==> config.mk <==
export PLATFORM = sky130hd
export DESIGN_NAME = pva_voice_mem
export DESIGN_NICKNAME = d
export VERILOG_FILES = /design/src/hdl/pva_pkg.sv /design/src/hdl/pva_voice_mem.sv
export SDC_FILE = /design/constraint.sdc
export NUM_CORES = 1
export LEC_CHECK = 0
export ABC_CLOCK_PERIOD_IN_PS = 4400
export BUFFER_PORTS_ARGS = -buffer_cell sky130_fd_sc_hd__buf_2
export CORE_UTILIZATION = 60
export CTS_BUF_LIST = sky130_fd_sc_hd__clkbuf_16
export CTS_CLUSTER_SIZE = 12
export DETAILED_ROUTE_END_ITERATION = 6
export HOLD_SLACK_MARGIN = 0.06
export PLACE_DENSITY = 0.77
export SYNTH_ARGS = -nofsm -noshare
export SYNTH_HDL_FRONTEND = slang
export SYNTH_SLANG_ARGS = --single-unit
==> constraint.sdc <==
create_clock -name clk_i -period 4.4 [get_ports clk_i]
set_clock_uncertainty 0.2 [all_clocks]
set_input_delay 0.66 -clock clk_i [delete_from_list [all_inputs] [get_ports clk_i]]
set_output_delay 0.66 -clock clk_i [all_outputs]
set_load 0.02 [all_outputs]
==> src/hdl/pva_pkg.sv <==
// Shared types and constants for the priority voice allocator.
// Entry layout of the voice memory, memory request, selector status, FSM states.
// No dependencies.
package pva_pkg;

  localparam int VoiceW  = 5;
  localparam int PrioW   = 8;
  localparam int AgeW    = 16;
  localparam int EnvW    = 16;
  localparam int StatusW = 3;

  localparam logic [EnvW-1:0] ENV_MAX = 16'hffff;

  typedef enum logic [1:0] {
    KIND_KEY_ON     = 2'd0,
    KIND_ENV_UPDATE = 2'd1,
    KIND_QUERY      = 2'd2,
    KIND_DIRECT_ON  = 2'd3
  } kind_e;

  localparam logic [StatusW-1:0] STATUS_OFF          = 3'd0;
  localparam logic [StatusW-1:0] STATUS_KEYED_SOUND  = 3'd1;
  localparam logic [StatusW-1:0] STATUS_REL_SOUND    = 3'd2;
  localparam logic [StatusW-1:0] STATUS_KEYED_SILENT = 3'd3;
  localparam logic [StatusW-1:0] STATUS_BAD_VOICE    = 3'd4;

  // age holds the voice age minus the global epoch
  typedef struct packed {
    logic [PrioW-1:0] prio;
    logic [AgeW-1:0]  age;
    logic             keyed;
    logic             is_off;
    logic [EnvW-1:0]  env;
  } voice_entry_t;

  typedef struct packed {
    logic              rd_en;
    logic              wr_en;
    logic [VoiceW-1:0] addr;
    voice_entry_t      wdata;
  } mem_req_t;

  typedef struct packed {
    logic              found;
    logic              is_free;
    logic [VoiceW-1:0] idx;
  } sel_t;

  typedef struct packed {
    logic               accepted;
    logic [VoiceW-1:0]  chosen_voice;
    logic               was_free;
    logic [StatusW-1:0] status_code;
  } res_t;

  typedef enum logic [2:0] {
    S_IDLE,
    S_SCAN,
    S_START,
    S_RD,
    S_WR,
    S_DONE
  } state_e;

endpackage

==> src/hdl/pva_voice_mem.sv <==
// Voice table: single-port synchronous memory with registered read data.
// Per-entry valid bits make unwritten voices read as their reset state.
// Depends on pva_pkg.
module pva_voice_mem import pva_pkg::*; #(
  parameter int VOICE_COUNT = 24
) (
  input  logic         clk_i,
  input  logic         rst_ni,
  input  mem_req_t     req_i,
  output voice_entry_t rd_data_o
);

  localparam int AW = (VOICE_COUNT > 1) ? $clog2(VOICE_COUNT) : 1;

  localparam voice_entry_t RST_ENTRY = '{
    prio:   '0,
    age:    AgeW'(VOICE_COUNT),
    keyed:  1'b0,
    is_off: 1'b1,
    env:    '0
  };

  voice_entry_t           mem_q [VOICE_COUNT];
  voice_entry_t           raw_q;
  logic [VOICE_COUNT-1:0] vld_q;
  logic                   rd_vld_q;
  logic [AW-1:0]          addr;

  assign addr = req_i.addr[AW-1:0];

  always_ff @(posedge clk_i) begin
    if (req_i.wr_en) begin
      mem_q[addr] <= req_i.wdata;
    end
    if (req_i.rd_en) begin
      raw_q <= mem_q[addr];
    end
  end

  always_ff @(posedge clk_i or negedge rst_ni) begin
    if (!rst_ni) begin
      vld_q    <= '0;
      rd_vld_q <= 1'b0;
    end else begin
      if (req_i.wr_en) begin
        vld_q[addr] <= 1'b1;
      end
      if (req_i.rd_en) begin
        rd_vld_q <= vld_q[addr];
      end
    end
  end

  assign rd_data_o = rd_vld_q ? raw_q : RST_ENTRY;

endmodule

==> metrics <==
final setup margin 1200 ps; Yosys warning count 0; normalized max-slew margin 30.5%; clock latency at the later pin of the worst-skew pair 670 ps; Worst Hold Class in -> reg; CTS tree yes; Hold Fails Final Rpt 0; met2 wire length 46,800 um; Initial Utilization approximately three fifths; commonest non-fill, non-tap cell in the layout edfxtp_1; number of global-route vias before repair 20,400; CP max stage cell dfrtp_2; final wirelength around 93,000 um; port bufs 92; Syn Nets 1,899; drt wl/cell 31.7 um; sinks on the clock net 1,075; Critical R2R Launch mem_q[0][12]$_DFFE_PP_; Unique masters post-synth 45; Power Density 448 nW/um2; cell breakdown of the critical path nand2b_1, buf_2; Post-CTS Setup Inserts 0; Hold Startpoint req_i[29]; Synth async-reset ratio about 2.3%; Synth Instances approximately 1,800; Area Growth Syn to Fin 11.8%; # rows between 90 and 100; most frequent cells in the layout edfxtp_1 (1,050), mux4_2 (209), clkbuf_16 (106), a22oi_1 (89), buf_2 (89); WHS Path Cells 1; VDD IR max 337 uV; worst hold margin 217 ps; largest net degree at the start of global routing 89; average cell area after synthesis 22.2 um2; final worst-path cycle share 72.7%; vias per cell 6.69; CTS Root Cell clkbuf_16; Post-DP HPWL just under 50,000 um; TritonRoute pass-1 iters 5; DR top layer met4; Core Area 67,500 um2; MaxCap Viol Count 0; placed insts 2,781; Pwr Total 0.0206 W; gr usage total 27.3%; DRT met1 WL between 30,000 and 40,000 um; reg2reg path depth 4; fmax 0.313 GHz; Die Area 69,500 um2; # DRC 0; crit-path max cell delay 1050 ps; CTS Buf Count 104; Worst EP arrival 2340 ps; initial antenna violation count 2; Final nets ~2,100; setup TNS 0 ps; Post-Syn Area between 40,000 and 50,000 um2; sequential share of the synthesized area 78.3%; CTS H-tree depth 3; Worst-path clk slew 60 ps; worst path required time 3540 ps; endpoints failing setup 0; Synth Flop Type edfxtp_1; Iter 0 DRT Violations 2,433; R2R Path End raw_q[12]$_DFFE_PP_; via count 19,700; antenna-violating nets left 0; gr ovfl total 0; fraction of layout instances using a drive strength above 1 29.1%; FF-to-FF setup slack 2540 ps; Hold EP mem_q[0][29]$_DFFE_PP_; flops & latches, synth 1,075; routed wl met3 roughly 8600 um; GPL Wtd Cong 0.772; setup slack after placement 992 ps; Final min period 3200 ps; IO Pins 93; CP max FO 43; Die H between 200 and 300 um; CP Launch Type flip-flop; status complete, no violations; endpoint type of the worst setup path output pin; CTS max path bufs 3; first-pass GRT wire length around 140,000 um; Final Non-Filler Cells 2,944; WS Path Type reg -> out; RSZ-0062 raised after global routing false; max-slew violation count 0; Post-synth EDFFs between 1,000 and 1,500; die width between 200 and 300 um; Pleak 14.8 nW; Worst-Margin Slew 1040 ps
-- worst max-delay path, delay by kind of cell (launching register included) --
family	cells	cell delay, ps
flops	1	1050
simple gates	1	350
buf+inv	1	270
-- state kept, by name, summed over array words and instances, names as in the netlist --
signal / cells
rd_vld_q: 1
raw_q: 42
mem_q: 1008
vld_q: 24
-- cell usage after synthesis, types with 2 or more instances --
cell type / instances / area, um2
mux2_4: 4 / 60.1
or2_2: 22 / 138
nor2_1: 26 / 97.6
a21boi_0: 4 / 30.0
mux4_2: 209 / 4710
and2_1: 39 / 244
nand2_1: 30 / 113
buf_6: 23 / 259
o221ai_1: 14 / 123
or3b_2: 2 / 17.5
edfxtp_1: 1050 / 31500
o211ai_1: 14 / 105
mux4_1: 8 / 210
nor3b_2: 2 / 25.0
buf_12: 2 / 40.0
a22oi_1: 89 / 668
a31o_1: 5 / 43.8
clkbuf_1: 33 / 124
buf_4: 12 / 90.1
o21ai_1: 15 / 75.1
mux2_2: 57 / 642
or2_1: 3 / 18.8
nand3b_1: 5 / 37.5
buf_2: 30 / 150
nand3_1: 26 / 130
o21ai_0: 6 / 30.0
o21bai_1: 14 / 105
mux2i_1: 43 / 430
a21oi_1: 19 / 95.1
nand2b_1: 3 / 18.8
dfrtp_1: 25 / 626
-- routing by layer --
| metal | global-route usage [%] | up-vias |
|---|---|---|
| met3 | 5.98 | 195 |
| met2 | 44.6 | 1111 |
| li1 | - | 8074 |
| met1 | 36.8 | 10300 |
| met4 | 10.1 | 0 |
| met5 | 0 | - |
-- repair_timing --
item,in CTS,in global routing
hold buffers,1,0
hold endpoints to repair,25,0
resized for setup,0,0
-- cell families after synthesis --
kind of cell	share of synthesized area (%)
and+or+nand+nor	2.14
DFF	78.3
muxes	14.8
buffers and inverters	1.67
AOI/OAI and AO/OA	3.17
-- power breakdown --
group / total, W / internal (W) / switching (W) / leakage, nW
Clock: 0.00791 / 0.00435 / 0.00356 / 1.54
Combinational: 0.00110 / 0.000446 / 0.000658 / 3.48
Sequential: 0.0115 / 0.0115 / 0.0000936 / 9.78
Total: 0.0206 / 0.0162 / 0.00432 / 14.8
-- worst max path at each step --
stage,start,cells after the start,endpoint
2_1_floorplan,req_i[43],6,mem_q[20][0]$_DFFE_PP_
3_3_place_gp,req_i[43],6,raw_q[35]$_DFFE_PP_
3_5_place_dp,req_i[42],5,raw_q[16]$_DFFE_PP_
4_1_cts,rd_vld_q$_DFFE_PN0P_,2,rd_data_o[16]
5_1_grt,rd_vld_q$_DFFE_PN0P_,2,rd_data_o[16]
6_report,rd_vld_q$_DFFE_PN0P_,2,rd_data_o[16]
-- final cells by class --
class / count / area [um2]
antenna: 3 / 7.51
sequential: 1075 / 32200
multi-input combinational: 670 / 8440
fill: 4023 / 21600
timing repair buffer: 164 / 1300
clock buffer: 106 / 2650
tap: 873 / 1090
clock inverter: 53 / 293
-- through the flow --
| stage | util (%) | cell area (um2) |
|---|---|---|
| finish | 68.1 | 45900 |
| CTS | 68.0 | 45900 |
| floorplan | - | 41100 |
| global placement | 63.7 | 43000 |
| global route | 68.1 | 45900 |
| detailed placement | 63.7 | 43000 |
(Power assumes the default switching activity.)
