**src/hdl/pva_pkg.sv**
```systemverilog
// Shared types and constants for the priority voice allocator.
// Entry layout of the voice memory, memory request, selector status, FSM states.
// No dependencies.
package pva_pkg;

  localparam int VoiceW  = 5;
  localparam int PrioW   = 8;
  localparam int AgeW    = 16;
  localparam int EnvW    = 16;
  localparam int StatusW = 3;

  localparam logic [EnvW-1:0] ENV_MAX = 16'hffff;

  typedef enum logic [1:0] {
    KIND_KEY_ON     = 2'd0,
    KIND_ENV_UPDATE = 2'd1,
    KIND_QUERY      = 2'd2,
    KIND_DIRECT_ON  = 2'd3
  } kind_e;

  localparam logic [StatusW-1:0] STATUS_OFF          = 3'd0;
  localparam logic [StatusW-1:0] STATUS_KEYED_SOUND  = 3'd1;
  localparam logic [StatusW-1:0] STATUS_REL_SOUND    = 3'd2;
  localparam logic [StatusW-1:0] STATUS_KEYED_SILENT = 3'd3;
  localparam logic [StatusW-1:0] STATUS_BAD_VOICE    = 3'd4;

  // age holds the voice age minus the global epoch
  typedef struct packed {
    logic [PrioW-1:0] prio;
    logic [AgeW-1:0]  age;
    logic             keyed;
    logic             is_off;
    logic [EnvW-1:0]  env;
  } voice_entry_t;

  typedef struct packed {
    logic              rd_en;
    logic              wr_en;
    logic [VoiceW-1:0] addr;
    voice_entry_t      wdata;
  } mem_req_t;

  typedef struct packed {
    logic              found;
    logic              is_free;
    logic [VoiceW-1:0] idx;
  } sel_t;

  typedef struct packed {
    logic               accepted;
    logic [VoiceW-1:0]  chosen_voice;
    logic               was_free;
    logic [StatusW-1:0] status_code;
  } res_t;

  typedef enum logic [2:0] {
    S_IDLE,
    S_SCAN,
    S_START,
    S_RD,
    S_WR,
    S_DONE
  } state_e;

endpackage

```
**src/hdl/pva_select.sv**
```systemverilog
// Key-on candidate tracker: takes one voice entry per cycle during the scan,
// stops at the first free voice, else keeps the best steal candidate.
// Depends on pva_pkg.
module pva_select import pva_pkg::*; (
  input  logic              clk_i,
  input  logic              rst_ni,
  input  logic              init_i,
  input  logic [PrioW-1:0]  init_prio_i,
  input  logic              cand_vld_i,
  input  voice_entry_t      cand_i,
  input  logic [VoiceW-1:0] cand_idx_i,
  input  logic [AgeW-1:0]   epoch_i,
  output sel_t              sel_o,
  output logic              free_hit_o
);

  sel_t             sel_q;
  logic [PrioW-1:0] best_prio_q;
  logic [EnvW-1:0]  best_env_q;
  logic [AgeW-1:0]  lead_age_q;
  logic [AgeW-1:0]  age;
  logic             cand_free;
  logic             better;
  logic             take;

  assign age       = cand_i.age + epoch_i;
  assign cand_free = cand_i.is_off && (cand_i.env == '0);
  assign free_hit_o = cand_vld_i && !sel_q.is_free && cand_free;

  assign better = (cand_i.prio < best_prio_q) ||
                  ((cand_i.prio == best_prio_q) &&
                   ((cand_i.env < best_env_q) ||
                    ((cand_i.env == best_env_q) &&
                     ($signed(age) > $signed(lead_age_q)))));

  assign take = cand_vld_i && !sel_q.is_free && !cand_free && better;

  always_ff @(posedge clk_i or negedge rst_ni) begin
    if (!rst_ni) begin
      sel_q <= '0;
    end else if (init_i) begin
      sel_q <= '0;
    end else if (free_hit_o) begin
      sel_q <= '{found: 1'b1, is_free: 1'b1, idx: cand_idx_i};
    end else if (take) begin
      sel_q <= '{found: 1'b1, is_free: 1'b0, idx: cand_idx_i};
    end
  end

  always_ff @(posedge clk_i) begin
    if (init_i) begin
      best_prio_q <= init_prio_i;
      best_env_q  <= ENV_MAX;
      lead_age_q  <= '0;
    end else if (take) begin
      best_prio_q <= cand_i.prio;
      best_env_q  <= cand_i.env;
      lead_age_q  <= age;
    end
  end

  assign sel_o = sel_q;

endmodule
```
**config.mk**
```make
export PLATFORM = sky130hd
export DESIGN_NAME = pva_select
export DESIGN_NICKNAME = d
export VERILOG_FILES = /design/src/hdl/pva_pkg.sv /design/src/hdl/pva_select.sv
export SDC_FILE = /design/constraint.sdc
export NUM_CORES = 1
export LEC_CHECK = 0
export ABC_AREA = 0
export BUFFER_PORTS_ARGS = -buffer_cell sky130_fd_sc_hd__buf_2
export CAP_MARGIN = 20
export CORE_MARGIN = 1.5
export CORE_UTILIZATION = 25
export CTS_BUF_LIST = sky130_fd_sc_hd__clkbuf_4 sky130_fd_sc_hd__clkbuf_8
export CTS_CLUSTER_SIZE = 8
export DETAILED_ROUTE_END_ITERATION = 8
export SETUP_SLACK_MARGIN = 0.02
export SLEW_MARGIN = 20
export SYNTH_ARGS = -nofsm -noshare
export SYNTH_HDL_FRONTEND = slang
export SYNTH_SLANG_ARGS = --single-unit
```
**constraint.sdc**
```tcl
create_clock -name clk_i -period 3.68 [get_ports clk_i]
set_input_delay 0.736 -clock clk_i [delete_from_list [all_inputs] [get_ports clk_i]]
set_output_delay 0.736 -clock clk_i [all_outputs]
set_load 0.05 [all_outputs]
```
==> results of run 1 <==
-- cells in the mapped netlist, types with 7 or more instances --
library cell and count:
ha_1 55, inv_1 46, a21oi_1 42, nor2_1 35
dfxtp_1 32, nand2_1 22, nand3_1 19, a211o_1 17
o21ai_0 15, nand4_1 11, edfxtp_1 8, xnor2_1 8
dfrtp_1 7, mux2_2 7
-- worst register-to-register path: cells and delay by family, from the launching register on --
family	cells	cell delay (ns)
AO/OA/AOI/OAI	5	1.16
buffers and inverters	2	0.26
adder cells (fa/ha/maj)	1	0.31
AND/OR/NAND/NOR	3	0.63
flip-flops	1	0.32
-- metrics by stage --
stage,hold slack [ns],cell area (um2),util
final,0.255,4910,0.354
after global routing,0.249,4910,0.354
after CTS,0.252,4860,0.350
after detailed placement,0.460,4510,0.325
after global placement,0.450,4510,0.325
after floorplan,0.440,3630,-
-- cell type report --
class	count	area share
Multi-Input combinational cell	308	0.515
Sequential cell	47	0.215
Timing Repair Buffer	131	0.171
Tap cell	180	0.0459
Inverter	46	0.0352
Clock buffer	6	0.0168
Clock inverter	1	0.00102
-- power breakdown --
part | internal [W] | switching [W] | leakage [nW] | total (W)
registers | 0.000579 | 0.0000194 | 0.439 | 0.000599
logic | 0.000336 | 0.000377 | 1.82 | 0.000714
clock network | 0.000148 | 0.000176 | 0.0470 | 0.000324
-- sequential cells by signal (all words and copies together) (netlist names) --
register / flops
best_env_q: 16
best_prio_q: 8
lead_age_q: 16
sel_o: 7
-- repair_timing --
action	in CTS	in global routing
buffers inserted	6	2
setup endpoints to repair	46	46
gates cloned	2	0
pin swaps	32	10
gates resized for setup	41	8
hold buffers	0	0
-- worst max path at each step --
stage | from | end | slack (ns) | depth (start not counted)
floorplan | cand_i[18] | best_prio_q[0]$_DFFE_PP_ | -0.47 | 18
global placement | cand_i[19] | sel_o[4]$_DFFE_PN0P_ | -0.68 | 17
detailed placement | cand_i[19] | sel_o[4]$_DFFE_PN0P_ | -0.79 | 17
CTS | epoch_i[0] | sel_o[3]$_DFFE_PN0P_ | -0.25 | 19
global route | epoch_i[0] | sel_o[3]$_DFFE_PN0P_ | -0.52 | 19
finish | epoch_i[0] | sel_o[3]$_DFFE_PN0P_ | -0.33 | 19
-- metal layers --
| metal | up-vias | part of all wire | track usage |
|---|---|---|---|
| met4 | 0 | 0.015 | 0.0378 |
| li1 | 1738 | - | - |
| met3 | 11 | 0.032 | 0.0167 |
| met2 | 60 | 0.51 | 0.245 |
| met1 | 1591 | 0.44 | 0.156 |
| met5 | - | 0 | 0 |
-- cell families (layout without fill, tap and decap cells) --
group	Yosys count	count (layout)	share of synthesized area
XOR/XNOR	12	12	0.0295
AND/OR/NAND/NOR	124	125	0.182
adder cells (fa/ha/maj)	56	56	0.199
AO/OA/AOI/OAI	106	106	0.197
multiplexers	9	9	0.0277
buffers and inverters	60	184	0.0691
flip-flops	47	47	0.296
==> flow_summary.ini, run 1 <==
[drt]
wire_per_inst_um = 13.0
vias = 3400
routed_wl_um = 9330
post_drt_via_cell_ratio = 4.73
ant_nets = 0
drc = 0
drt_iter0_drc = 134
first_pass_iters = 4

[timing]
worstMarginPinSlew_ns = 0.568
finalCritPeriodShare = 1.09
setup_tns_ns = -10.86
fin_ws_ns = -0.330
finalCriticalPeriod_ns = 4.01
rsz0062_at_grt = yes
setup_viol = 46
fmax_ghz = 0.249
slew_headroom = 0.621
hold_viol_final = 0
fin_skew_ns = 0.00779
maxSlewViolCount = 0

[critical_path]
timing.rr.start = best_env_q[7]$_SDFFE_PP1P_
worstRegToRegCells = 11
crit_chain = buf_6 -> ha_4 -> buf_6 -> a211oi_4 -> o21ai_2 -> a211o_1 -> a31o_2 -> a21oi_2 -> xnor2_2 -> ha_1 -> nand3_1 -> nand2_1 -> a41oi_2 -> o21ai_2 -> o311ai_4 -> buf_6 -> nand2_4 -> or3b_4 -> a21oi_2
rrSetupSlack_ns = 0.91
cpMaxStageDelayCell = or3b_4
r2r_end = best_env_q[8]$_SDFFE_PP1P_
critPathMaxFanout = 4
start_kind = input port
cp_common_cell = buf_6
worstSetupPathType = in2reg
crit_buf_inv = 3
end_kind = flip-flop
critPathRequiredTime_ns = 3.90
worstPathArrival_ns = 4.23
cp_top_family = compound AO/OA/AOI/OAI gates
critical_path.max_stage_delay_ns = 0.40

[run]
timing.max_cap.violations = 0

[logic_synthesis]
yosys_warnings = 0
synth_top_cell_by_area = ha_1
syn_nets = 545
ys_seq_area_frac = 0.296
avgSynthCellArea_um2 = 8.61
netlist-cell-type-count = 57
synthFlopType = dfxtp_1
syn-cell-area_um2 = 3560
ys_async_sr_fraction = 0.149
synth_edf_count = 8
synth_top_area_frac = 0.193
netlist_instances = 414
ys_seq_elements = 47
synth_area_leaders = ha_1, dfxtp_1, edfxtp_1

[clock_tree]
cts_buffer_depth = 2
cts_max_level = 2
cts_sinks = 47
clock_latency_ns = 0.30
clk_pin_slew_ns = 0.08
numCtsBuffers = 5
clockRootBuffer = clkbuf_8
cts_tree = yes

[floorplan]
die_w_um = 122
die_h_um = 122
start_util = 0.257
io_pins = 83
fp-row-count = 43
core_um2 = 13900
die_area_um2 = 15000

[global_route]
grt_max_degree = 33
grtUsageTotal = 0.131
grt_pass1_vias = 3527
grt_pass1_wl_um = 15900
antenna_found_initial = 0
overflow = 0

[power_and_ir_drop]
ir_drop_v = 0.000118
powerDensity_nw_per_um2 = 333
power_leakage_nw = 2.30
total_power_w = 0.00164

[layout]
final_cells = 719
antenna_cells = 0
final_common_cell = buf_2
nFillCells = 1434
nNetsFinal = 670
drive_above_1_share = 0.378
most-common-layout-cells = buf_2, ha_1, inv_1, buf_4, nor2_1
seq_area_um2 = 1060
multiInputGateArea_um2 = 2530
area_delta_synth_final_pct = 37.7

[outcome]
status = complete, but fails checks
violations = setup timing

[placed_design]
dp.cells = 703
port_buffers = 81
pre_cts_ws_ns = -0.795
gp_congestion = 0.782
place_hpwl_um = 6900

[hold_path]
hp-class = in2async
Note: power is estimated with default switching activity, not from simulation.
==> run 2, diff against run 1 <==
--- a/config.mk
+++ b/config.mk
@@ -13,7 +13,8 @@
 export CTS_BUF_LIST = sky130_fd_sc_hd__clkbuf_4 sky130_fd_sc_hd__clkbuf_8
 export CTS_CLUSTER_SIZE = 8
 export DETAILED_ROUTE_END_ITERATION = 8
-export SETUP_SLACK_MARGIN = 0.02
+export HOLD_SLACK_MARGIN = 0.02
+export SETUP_SLACK_MARGIN = 0.5
 export SLEW_MARGIN = 20
 export SYNTH_ARGS = -nofsm -noshare
 export SYNTH_HDL_FRONTEND = slang
==> run 2 against run 1 <==
Net effect: the flow still finishes with violations (setup timing); die area unchanged; non-clock buffer count is 10 higher; combinational power up 6.2%; sequential cell count unchanged; count of clock-buffer cells in the layout stayed put; fmax about the same; sequential share of layout area down 0.60 points; worst hold slack improved by 0.0020 ns; first-iteration DRC count increased by 17%; register-to-register slack about the same; cell count rose by 1.4%; worst setup slack got worse by 0.00066 ns.
==> flow_summary.ini, run 2 (synthesized netlist as in run 1, its figures left out) <==
[clock_tree]
cts_max_level = 2
hold_buffers = 0
clockRootBuffer = clkbuf_8
cts_sinks = 47
cts_buffer_depth = 2
clock_latency_ns = 0.30
cts_tree = yes
numCtsBuffers = 5
clk_pin_slew_ns = 0.08

[drt]
routed_wl_um = 9710
vias = 3433
drc = 0
drt_iter0_drc = 157
first_pass_iters = 4
wire_per_inst_um = 13.3
post_drt_via_cell_ratio = 4.71
ant_nets = 0

[power_and_ir_drop]
intPower_w = 0.00110
powerDensity_nw_per_um2 = 333
power_switching_w = 0.000584
power_frac_comb = 0.451
pwr-share-seq = 0.356
power_frac_clock = 0.193
ir_drop_v = 0.000121
power_leakage_nw = 2.38
swShare = 0.347

[layout]
seq_area_um2 = 1060
utilization = 0.364
nFillCells = 1432
final_common_cell = buf_2
largest_registers = best_env_q (16), lead_age_q (16), best_prio_q (8)
most-common-layout-cells = buf_2, ha_1, buf_4
multiInputGateArea_um2 = 2530
drive_above_1_share = 0.388
nNetsFinal = 680
area_delta_synth_final_pct = 41.6
antenna_cells = 0

[run]
timing.max_cap.violations = 0

[timing]
setup_viol = 46
worstMarginPinSlew_ns = 0.591
fin_skew_ns = 0.00787
slew_headroom = 0.605
finalCriticalPeriod_ns = 4.01
fmax_ghz = 0.249
maxSlewViolCount = 0
finalCritPeriodShare = 1.09
setup_tns_ns = -11.60
hold_viol_final = 0
fin_ws_ns = -0.331
rsz0062_at_grt = yes

[floorplan]
die_h_um = 122
die_w_um = 122
die_area_um2 = 15000
core_um2 = 13900
fp-row-count = 43
start_util = 0.257
io_pins = 83

[placed_design]
place_hpwl_um = 6900
gp_congestion = 0.782
port_buffers = 81

[global_route]
grt_max_degree = 33
grtUsageTotal = 0.132
overflow = 0
antenna_found_initial = 0
grt_pass1_vias = 3535
grt_pass1_wl_um = 16000

[critical_path]
rrSetupSlack_ns = 0.91
critPathRequiredTime_ns = 3.90
critPathMaxFanout = 4
end_kind = flip-flop
worstPathArrival_ns = 4.23
worstSetupPathType = in2reg
start_kind = input port

[outcome]
violations = setup timing
status = complete, but fails checks

[hold_path]
hp-class = in2async
## run 2: cell types whose count changed in the layout (fill, tap and decap cells not counted), moves of 2 or more
cell,before,now
a21oi_1,31,33
buf_6,5,9
clkbuf_16,0,3
a21oi_2,10,8
buf_4,45,48
## run 2: stage by stage
step	cell area (um2)	hold WS (ns)	cells	total power (W)	worst slack (ns)
finish	5050	0.257	729	0.00168	-0.331
global placement	4510	0.450	703	0.00122	-0.683
global route	5050	0.249	729	0.00182	-0.532
detailed placement	4510	0.460	703	0.00124	-0.795
floorplan	3630	0.440	414	0.00104	-0.467
CTS	4870	0.252	718	0.00163	-0.255
## run 2: repair_timing
action,in CTS,in global routing
endpoints found under the setup margin,46,46
buffers inserted,6,6
gates cloned,2,5
pin swaps,31,12
gates resized for setup,42,10
## run 2: area by class of cell
type | instances | area share
repair buffers | 141 | 0.194
multi-input cells | 308 | 0.500
well taps | 180 | 0.0446
flip-flops and latches | 47 | 0.209
clock buffers | 6 | 0.0164
clock inverters | 1 | 0.000992
inverters | 46 | 0.0342
## run 2: power groups by stage
stage               Sequential (W)  Clock [W]  Combinational [W]
CTS                       0.000599   0.000334           0.000700
global placement          0.000608          0           0.000610
finish                    0.000599   0.000324           0.000758
floorplan                 0.000624          0           0.000415
global route              0.000606   0.000359           0.000853
detailed placement        0.000611          0           0.000631
## run 2: final timing paths
| path | startpoint | to | cells after the start |
|---|---|---|---|
| max in group asynchronous | rst_ni | sel_o[2]$_DFFE_PN0P_ | 1 |
| worst max-delay path | epoch_i[0] | sel_o[1]$_DFFE_PN0P_ | 19 |
| worst min-delay path | rst_ni | sel_o[6]$_DFFE_PN0P_ | 1 |
| worst min register to register | lead_age_q[11]$_SDFFE_PP0P_ | lead_age_q[11]$_SDFFE_PP0P_ | 2 |
| worst max register to register | best_env_q[7]$_SDFFE_PP1P_ | best_env_q[2]$_SDFFE_PP1P_ | 12 |
| min in group clk_i | lead_age_q[11]$_SDFFE_PP0P_ | lead_age_q[11]$_SDFFE_PP0P_ | 2 |
## run 2: worst max-delay path, stage by stage
cell and delay [ns]:
buf_6 0.10, ha_4 0.15, buf_6 0.12, a211oi_4 0.26, o21ai_2 0.11, a211o_1 0.32
a31o_2 0.22, a21oi_2 0.17, xnor2_2 0.11, ha_1 0.35, nand3_1 0.10, nand2_1 0.06
a41oi_2 0.21, o21ai_2 0.10, o311ai_4 0.36, nand2_4 0.09, buf_4 0.19, or3b_4 0.37
a21oi_1 0.12
## run 2: metal layers
| layer | vias up | wire length (um) | track usage |
|---|---|---|---|
| met5 | - | 0 | 0 |
| met4 | 0 | 117 | 0.0378 |
| met3 | 9 | 288 | 0.0167 |
| met2 | 56 | 4980 | 0.246 |
| met1 | 1613 | 4320 | 0.156 |
| li1 | 1755 | - | - |
